===== config.mk =====
export PLATFORM = sky130hd
export DESIGN_NAME = packed_genotype_row_decoder_core
export DESIGN_NICKNAME = d
export VERILOG_FILES = /design/src/rtl/gdec_pkg.sv /design/src/rtl/gdec_decode.sv /design/src/rtl/gdec_serializer.sv /design/src/rtl/packed_genotype_row_decoder_core.sv
export SDC_FILE = /design/constraint.sdc
export NUM_CORES = 1
export LEC_CHECK = 0
export ABC_AREA = 1
export BUFFER_PORTS_ARGS = -buffer_cell sky130_fd_sc_hd__buf_2
export CAP_MARGIN = 20
export CELL_PAD_IN_SITES_DETAIL_PLACEMENT = 0
export CELL_PAD_IN_SITES_GLOBAL_PLACEMENT = 2
export CORE_MARGIN = 1.5
export CORE_UTILIZATION = 39
export DETAILED_ROUTE_END_ITERATION = 8
export PLACE_DENSITY = 0.85
export SYNTH_ARGS = -nofsm -noshare
export SYNTH_HDL_FRONTEND = slang
export SYNTH_SLANG_ARGS = --single-unit

===== constraint.sdc =====
create_clock -name clock -period 14.4 [get_ports clock]
set_input_delay 1.44 -clock clock [delete_from_list [all_inputs] [get_ports clock]]
set_output_delay 1.44 -clock clock [all_outputs]
set_load 0.02 [all_outputs]

===== src/rtl/gdec_pkg.sv =====
// Shared types, constants and the genotype code table for the packed genotype row decoder.
`timescale 1ns / 1ps

package gdec_pkg;

   localparam int ROW_REG_W       = 21;
   localparam int IDX_W           = 20;
   localparam int PAIRS_PER_BYTE  = 4;
   localparam int MAX_INDIVIDUALS_DEFAULT = 1048576;
   localparam int REQ_DATA_W      = 16;
   localparam int RSP_DATA_W      = 24;

   // Two-bit codes as they appear in a packed byte.
   localparam logic [1:0] CODE_HOM_FIRST  = 2'b00;
   localparam logic [1:0] CODE_MISSING    = 2'b01;
   localparam logic [1:0] CODE_HET        = 2'b10;
   localparam logic [1:0] CODE_HOM_SECOND = 2'b11;

   // Genotype values carried in a result word.
   localparam logic [1:0] GENO_HOM_FIRST  = 2'd0;
   localparam logic [1:0] GENO_HET        = 2'd1;
   localparam logic [1:0] GENO_HOM_SECOND = 2'd2;

   typedef struct packed {
      logic             is_missing;
      logic [1:0]       genotype;
      logic [IDX_W-1:0] sample_index;
      logic             last_of_byte;
      logic             row_end;
   } result_type;

   typedef struct packed {
      logic [PAIRS_PER_BYTE-1:0] valid;
      result_type [PAIRS_PER_BYTE-1:0] slot;
   } byte_result_type;

   // A missing code reports genotype zero.
   function automatic logic [1:0] decode_genotype(input logic [1:0] code);
      logic [1:0] geno;
      unique case (code)
         CODE_HOM_FIRST:  geno = GENO_HOM_FIRST;
         CODE_HET:        geno = GENO_HET;
         CODE_HOM_SECOND: geno = GENO_HOM_SECOND;
         default:         geno = GENO_HOM_FIRST;
      endcase
      return geno;
   endfunction

endpackage


===== src/rtl/gdec_decode.sv =====
// Combinational decode of one packed byte into up to four result slots and next counters.
`timescale 1ns / 1ps

module gdec_decode #(
   parameter int CNT_W = 21
) (
   input  logic [CNT_W-1:0]           row_len,
   input  logic [CNT_W-1:0]           seen,
   input  logic [CNT_W-1:0]           included,
   input  logic [CNT_W-1:0]           present,
   input  logic [7:0]                 packed_byte,
   input  logic [3:0]                 include_flags,
   output gdec_pkg::byte_result_type  result,
   output logic [CNT_W-1:0]           seen_next,
   output logic [CNT_W-1:0]           included_next,
   output logic [CNT_W-1:0]           present_next
);

   logic             guard;
   logic [CNT_W-1:0] s_eff;
   logic [CNT_W-1:0] i_eff;
   logic [CNT_W-1:0] p_eff;
   logic [CNT_W-1:0] left;
   logic [2:0]       pairs;
   logic             ends;
   logic [3:0]       active;
   logic [2:0]       inc_off;
   logic [2:0]       pres_off;
   logic [1:0]       code;
   logic             miss;

   always_comb begin
      // A seen count at or past the row length starts a fresh row.
      guard = (seen >= row_len);
      s_eff = guard ? '0 : seen;
      i_eff = guard ? '0 : included;
      p_eff = guard ? '0 : present;

      left  = row_len - s_eff;
      pairs = (left < CNT_W'(gdec_pkg::PAIRS_PER_BYTE)) ? left[2:0]
                                                        : 3'(gdec_pkg::PAIRS_PER_BYTE);
      ends  = (left <= CNT_W'(gdec_pkg::PAIRS_PER_BYTE));

      inc_off  = '0;
      pres_off = '0;
      active   = '0;
      code     = '0;
      miss     = 1'b0;
      for (int k = 0; k < gdec_pkg::PAIRS_PER_BYTE; k++) begin
         code      = packed_byte[2*k +: 2];
         miss      = (code == gdec_pkg::CODE_MISSING);
         active[k] = include_flags[k] && (3'(k) < pairs);
         result.slot[k].is_missing   = miss;
         result.slot[k].genotype     = gdec_pkg::decode_genotype(code);
         result.slot[k].sample_index = miss ?
            gdec_pkg::IDX_W'(i_eff + CNT_W'(inc_off)) :
            gdec_pkg::IDX_W'(p_eff + CNT_W'(pres_off));
         result.slot[k].row_end      = ends;
         if (active[k]) begin
            inc_off = inc_off + 3'd1;
            if (!miss) begin
               pres_off = pres_off + 3'd1;
            end
         end
      end

      // The highest active slot carries the end-of-byte mark.
      for (int k = 0; k < gdec_pkg::PAIRS_PER_BYTE; k++) begin
         result.slot[k].last_of_byte = active[k] && ((active >> (k + 1)) == 4'd0);
      end
      result.valid = active;

      if (ends) begin
         seen_next     = '0;
         included_next = '0;
         present_next  = '0;
      end else begin
         seen_next     = s_eff + CNT_W'(pairs);
         included_next = i_eff + CNT_W'(inc_off);
         present_next  = p_eff + CNT_W'(pres_off);
      end
   end

endmodule


===== src/rtl/gdec_serializer.sv =====
// Slot buffer for one decoded byte; the result register sends one slot per ready cycle.
`timescale 1ns / 1ps

module gdec_serializer (
   input  logic                       clock,
   input  logic                       reset,
   input  logic                       load,
   input  gdec_pkg::byte_result_type  load_data,
   output logic                       load_ready,
   output logic                       rsp_valid,
   output gdec_pkg::result_type       rsp_data,
   input  logic                       rsp_ready
);

   logic [3:0]                 pend_ff;
   logic [3:0]                 pend_in;
   gdec_pkg::result_type [3:0] slot_ff;
   gdec_pkg::result_type [3:0] slot_in;
   logic                       rsp_valid_ff;
   logic                       rsp_valid_in;
   gdec_pkg::result_type       rsp_data_ff;
   gdec_pkg::result_type       rsp_data_in;
   logic                       out_free;
   logic                       move;
   logic [3:0]                 pick;
   logic [3:0]                 pend_left;

   always_comb begin
      out_free = !rsp_valid_ff || rsp_ready;
      move     = out_free && (pend_ff != 4'd0);
      pick     = pend_ff & (~pend_ff + 4'd1);
      pend_left = move ? (pend_ff & ~pick) : pend_ff;
      load_ready = (pend_left == 4'd0);

      rsp_data_in = rsp_data_ff;
      for (int k = 0; k < gdec_pkg::PAIRS_PER_BYTE; k++) begin
         if (pick[k]) begin
            rsp_data_in = slot_ff[k];
         end
      end
      if (move) begin
         rsp_valid_in = 1'b1;
      end else if (rsp_ready) begin
         rsp_valid_in = 1'b0;
      end else begin
         rsp_valid_in = rsp_valid_ff;
      end

      pend_in = load ? load_data.valid : pend_left;
      slot_in = load ? load_data.slot : slot_ff;
   end

   always_ff @(posedge clock) begin
      if (reset) begin
         pend_ff      <= '0;
         rsp_valid_ff <= 1'b0;
      end else begin
         pend_ff      <= pend_in;
         rsp_valid_ff <= rsp_valid_in;
      end
      slot_ff     <= slot_in;
      rsp_data_ff <= move ? rsp_data_in : rsp_data_ff;
   end

   assign rsp_valid = rsp_valid_ff;
   assign rsp_data  = rsp_data_ff;

endmodule


===== src/rtl/packed_genotype_row_decoder_core.sv =====
// Top level of the packed genotype row decoder: register, row counters, decode and output.
`timescale 1ns / 1ps

// Channel    | Direction | Handshake               | Contents
// req_       | in        | req_tvalid / req_tready | one packed byte plus four include flags
// rsp_       | out       | rsp_tvalid / rsp_tready | one decoded genotype or missing record
// csr_       | in        | csr_we                  | individuals_per_row
//
// A byte is decoded in the cycle it is accepted and its results are captured in a
// four-slot buffer; the result register then drains one slot per cycle while
// rsp_tready allows. The next byte is accepted as the last pending slot moves into
// the result register, so a full byte is limited by the single result register.
// Reset is synchronous and active high: it clears the counters, empties the buffer and
// sets the row length to one. A stalled rsp_tready holds the result word and, once the
// buffer holds more than the word in flight, holds req_tready low.

module packed_genotype_row_decoder_core #(
   parameter int MAX_INDIVIDUALS = gdec_pkg::MAX_INDIVIDUALS_DEFAULT
) (
   input  logic                            clock,
   input  logic                            reset,
   // Request words.
   input  logic                            req_tvalid,
   output logic                            req_tready,
   // [7:0] packed_byte, [11:8] include_flags, [15:12] zero
   input  logic [gdec_pkg::REQ_DATA_W-1:0] req_tdata,
   // Result words.
   output logic                            rsp_tvalid,
   input  logic                            rsp_tready,
   // [1:0] genotype, [21:2] sample_index, [22] row_end, [23] zero
   output logic [gdec_pkg::RSP_DATA_W-1:0] rsp_tdata,
   output logic                            rsp_tlast,   // last_of_byte
   // [0] is_missing
   output logic                            rsp_tuser,
   // Row length register.
   input  logic                            csr_we,
   input  logic [gdec_pkg::ROW_REG_W-1:0]  csr_wdata
);

   // Counters must hold the largest row length itself.
   localparam int CNT_W = $clog2(MAX_INDIVIDUALS + 1);
   localparam int LEN_W = (CNT_W > gdec_pkg::ROW_REG_W) ? CNT_W : gdec_pkg::ROW_REG_W;

   logic [gdec_pkg::ROW_REG_W-1:0] row_reg_ff;
   logic [gdec_pkg::ROW_REG_W-1:0] row_reg_in;
   logic [CNT_W-1:0]               seen_ff;
   logic [CNT_W-1:0]               seen_in;
   logic [CNT_W-1:0]               included_ff;
   logic [CNT_W-1:0]               included_in;
   logic [CNT_W-1:0]               present_ff;
   logic [CNT_W-1:0]               present_in;
   logic [CNT_W-1:0]               seen_next;
   logic [CNT_W-1:0]               included_next;
   logic [CNT_W-1:0]               present_next;
   logic [LEN_W-1:0]               len_wide;
   logic [CNT_W-1:0]               row_len;
   logic                           req_accept;
   logic                           buf_ready;
   gdec_pkg::byte_result_type      decoded;
   gdec_pkg::result_type           rsp_word;

   // A zero length acts as a row of one; lengths beyond the maximum are clamped.
   always_comb begin
      len_wide = LEN_W'(row_reg_ff);
      if (len_wide == '0) begin
         len_wide = LEN_W'(1);
      end else if (len_wide > LEN_W'(MAX_INDIVIDUALS)) begin
         len_wide = LEN_W'(MAX_INDIVIDUALS);
      end
      row_len = CNT_W'(len_wide);
   end

   assign req_tready = buf_ready;
   assign req_accept = req_tvalid && buf_ready;

   gdec_decode #(
      .CNT_W (CNT_W)
   ) u_decode (
      .row_len       (row_len),
      .seen          (seen_ff),
      .included      (included_ff),
      .present       (present_ff),
      .packed_byte   (req_tdata[7:0]),
      .include_flags (req_tdata[11:8]),
      .result        (decoded),
      .seen_next     (seen_next),
      .included_next (included_next),
      .present_next  (present_next)
   );

   // Writing the row length also starts a new row with the next byte.
   always_comb begin
      row_reg_in  = row_reg_ff;
      seen_in     = seen_ff;
      included_in = included_ff;
      present_in  = present_ff;
      if (csr_we) begin
         row_reg_in  = csr_wdata;
         seen_in     = '0;
         included_in = '0;
         present_in  = '0;
      end else if (req_accept) begin
         seen_in     = seen_next;
         included_in = included_next;
         present_in  = present_next;
      end
   end

   always_ff @(posedge clock) begin
      if (reset) begin
         row_reg_ff  <= gdec_pkg::ROW_REG_W'(1);
         seen_ff     <= '0;
         included_ff <= '0;
         present_ff  <= '0;
      end else begin
         row_reg_ff  <= row_reg_in;
         seen_ff     <= seen_in;
         included_ff <= included_in;
         present_ff  <= present_in;
      end
   end

   gdec_serializer u_serializer (
      .clock      (clock),
      .reset      (reset),
      .load       (req_accept),
      .load_data  (decoded),
      .load_ready (buf_ready),
      .rsp_valid  (rsp_tvalid),
      .rsp_data   (rsp_word),
      .rsp_ready  (rsp_tready)
   );

   assign rsp_tdata = {1'b0, rsp_word.row_end, rsp_word.sample_index, rsp_word.genotype};
   assign rsp_tlast = rsp_word.last_of_byte;
   assign rsp_tuser = rsp_word.is_missing;

`ifndef ASSERT_OFF
   // Present individuals are a subset of included ones.
   a_present_le_included: assert property (@(posedge clock) disable iff (reset)
      present_ff <= included_ff)
      else $error("present count exceeds included count");

   // Included individuals are a subset of those consumed in the row.
   a_included_le_seen: assert property (@(posedge clock) disable iff (reset)
      included_ff <= seen_ff)
      else $error("included count exceeds seen count");

   // A row in progress never reaches its length; the final byte clears the counters.
   a_seen_below_len: assert property (@(posedge clock) disable iff (reset)
      seen_ff < row_len)
      else $error("seen count reached the row length");

   // A missing record always reports genotype zero.
   a_missing_geno_zero: assert property (@(posedge clock) disable iff (reset)
      rsp_tvalid && rsp_tuser |-> rsp_tdata[1:0] == gdec_pkg::GENO_HOM_FIRST)
      else $error("missing record with nonzero genotype");
`endif

endmodule


==> results.toml <==
[setup_path]
reg2regPathDepth = 54
crit_path_max_incr_delay_ns = 0.63
critical_path.endpoint_type = "register"
timing_worst_setup_path_type = "register to register"
setup.worst_path.start_class = "register"
crit_path_max_fanout = 27
cp_data_arrival_time_ns = 11.02
cpMaxStageDelayCell = "clkinv_2"
dominant_cell_type_by_count_on_the_critical_path = "nand2_1"
critical_path_required_ns = 14.80
r2r_end = "present_ff[17]"
worst_setup_path_endpoint = "present_ff[17]"
crit-reg2reg-launch = "row_reg_ff[7]"
rrSetupSlack_ns = 3.78
cp-startpoint = "row_reg_ff[7]"

[cells_and_area]
diodes = 0
combined_area_of_the_multi_input_logic_cells_um2 = 8410
design.final.nets = 2313
area_growth_syn_to_layout_pct = 10.4
sequential_cell_area_um2 = 5410
post_route_cells_drive_above_1_share = 0.129
n_fill_cell = 4154
design_area_um2 = 16800

[drt]
routed_wirelength_um = 51300
avgViaCountPerCell = 5.22
routed_wire_length_per_instance_um = 18.8
detail_route.drc_violations = 0
drtAntennaViolNets = 0
detailedRoute.firstPassIterationCount = 5
detailroute.via_count = 14260
drt_iter0_markers = 1104

[sta]
timing.fmax_mhz = 94.2
setup-tns-final_ns = 0
min_period_ns = 10.62
setup_violations = 0
clock-skew-final_ns = 0.0187
hold_viol_final = 0
slew_at_the_pin_closest_to_its_max_slew_limit_ns = 1.10
relSlewSlack = 0.266
period_share = 0.738
fin_hold_ws_ns = 0.429
slew_violations = 0
setup_ws_ns = 3.78
rsz0062_at_grt = "no"

[power]
power_frac_seq = 0.421
comb_power_share = 0.242
power_report.internal_total_mw = 1.23
switching_share = 0.329
clk_pwr_share = 0.337
fin_total_pwr_mw = 1.84
switchingPower_mw = 0.604
irDropWorstVdd_mv = 0.0915
cellLeakagePower_nw = 6.86
p_per_area_nw_per_um2 = 109

[floorplan]
initial_core_util = 0.395
die_y_um = 201
placeable_area_um2 = 38600
top_level_ports = 70
full_die_area_um2 = 40200
die_width_um = 201
num_rows = 72

[logic_synthesis]
syn_area_per_cell_um2 = 7.06
seq_area_frac_synth = 0.355
syn-num-nets = 2274
yosysWarningCount = 0
post_synth_main_area_contributors = "edfxtp_1, nand2_1, dfxtp_1"
ys_ff_latch = 209
synth_cell_types = 52
mappedNetlistArea_um2 = 15200
synthFlopType = "edfxtp_1"
netlist_top_cells_count = "nand2_1, inv_1, nor2_1"
ys_async_sr_fraction = 0
synthCells = 2157
post_synth_edffs = 122
yosys.area.top_type = "edfxtp_1"
yosys.cell_count.top_type = "nand2_1"
post-synth-top-area-fraction = 0.241

[cts]
clkTransAtPathRegs_ns = 0.06
clock_path_buffers = 3
cts.sinks = 209
cts.root.buffer_cell = "clkbuf_16"
cts.repair.resized = 0
clk_latency_ns = 0.55
cts-buffers-inserted = 24
tritoncts = "done"
count_of_hold_buffers_inserted_by_post_cts_repair = 0
cts.htree.levels = 1
post_cts_setup_inserts = 0

[global_route]
grt_pass1_wl_um = 78600
first_global_vias = 13150
grt_max_degree = 78
grtUsageTotal = 0.252
grt_overflow_total = 0
grt_antenna_before_repair = 0

[worst_hold_path]
worstHoldStart = "u_serializer.slot_ff[0]"
hold_class = "register to register"

[place]
hpwlAfterDp_um = 39600
port-buffer-count = 64
dpl-instance-area_um2 = 16000
preCtsSetupSlack_ns = 3.89
globalplace.congestion = 0.917

[job]
maxCapViolCount = 0

[outcome]
outcome = "finished, final reports clean"
[cell type report]
class / count / area share
tap: 518 / 0.0386
clock buffer: 32 / 0.0400
timing repair buffer: 77 / 0.0249
multi-input combinational: 1582 / 0.500
clock inverter: 12 / 0.00692
sequential: 209 / 0.322
inverter: 302 / 0.0677
[stage by stage]
step | util | instances
detailed placement | 0.415 | 2688
global route | 0.436 | 2732
global placement | 0.415 | 2688
CTS | 0.436 | 2732
floorplan | - | 2157
finish | 0.436 | 2732
[power groups by stage]
stage	Clock [mW]	Combinational (mW)	Sequential [mW]
after floorplan	0	0.272	0.824
after global placement	0	0.444	0.785
after detailed placement	0	0.447	0.788
after CTS	0.636	0.448	0.775
after global routing	0.660	0.494	0.782
final	0.619	0.444	0.774
[metal layers]
metal,vias to the layer above,wire [um],part of all wire,GRT usage
met5,-,0,0,0
met4,0,1490,0.029,0.0760
met3,76,3260,0.063,0.0302
met2,419,22400,0.44,0.395
met1,6586,24200,0.47,0.364
li1,7179,-,-,-
[cell usage in the layout, fill, tap and decap left out, types with 10 or more instances in the layout]
cell type,instances
buf_4,13
edfxtp_1,122
buf_2,64
xor2_1,39
dfxtp_1,87
nor2_1,217
o21ai_1,33
nand4_1,28
nor2_4,28
clkbuf_16,25
o21ai_0,136
a31oi_1,23
nand2_1,538
xnor2_1,10
inv_2,65
inv_1,231
nor3_1,29
nor2_2,36
ha_1,68
nand3_1,155
a21oi_1,154
[flip-flops by register name (all words and copies together) (netlist names)]
signal / cells
present_ff: 20
seen_ff: 21
u_serializer.rsp_data: 25
u_serializer.rsp_valid: 1
row_reg_ff: 21
u_serializer.slot_ff: 97
u_serializer.pend_ff: 4
included_ff: 20
[how the worst min path moves through the flow]
stage | endpoint | slack [ns] | cells after the start
2_1_floorplan | u_serializer.rsp_data[0] | 0.40 | 0
3_5_place_dp | u_serializer.rsp_data[0] | 0.42 | 0
5_1_grt | u_serializer.rsp_data[0] | 0.45 | 0
4_1_cts | u_serializer.rsp_data[0] | 0.43 | 0
3_3_place_gp | u_serializer.rsp_data[0] | 0.40 | 0
6_report | u_serializer.rsp_data[0] | 0.43 | 0
[cells by family after synthesis]
group,share of synthesized area
xor+xnor,0.0282
flops,0.355
fa+ha+maj,0.0651
buf+inv,0.0938
simple gates,0.330
other cells,0.000246
compound gates,0.128
[worst max-delay path, delay by kind of cell, from the launching register on]
family,cells,cell delay (ns)
AND/OR/NAND/NOR,33,5.59
adder cells (fa/ha/maj),6,1.78
XOR/XNOR,1,0.16
flip-flops,1,0.30
AO/OA/AOI/OAI,6,1.10
buffers and inverters,8,1.48
Power figures use the tool's default switching activity.
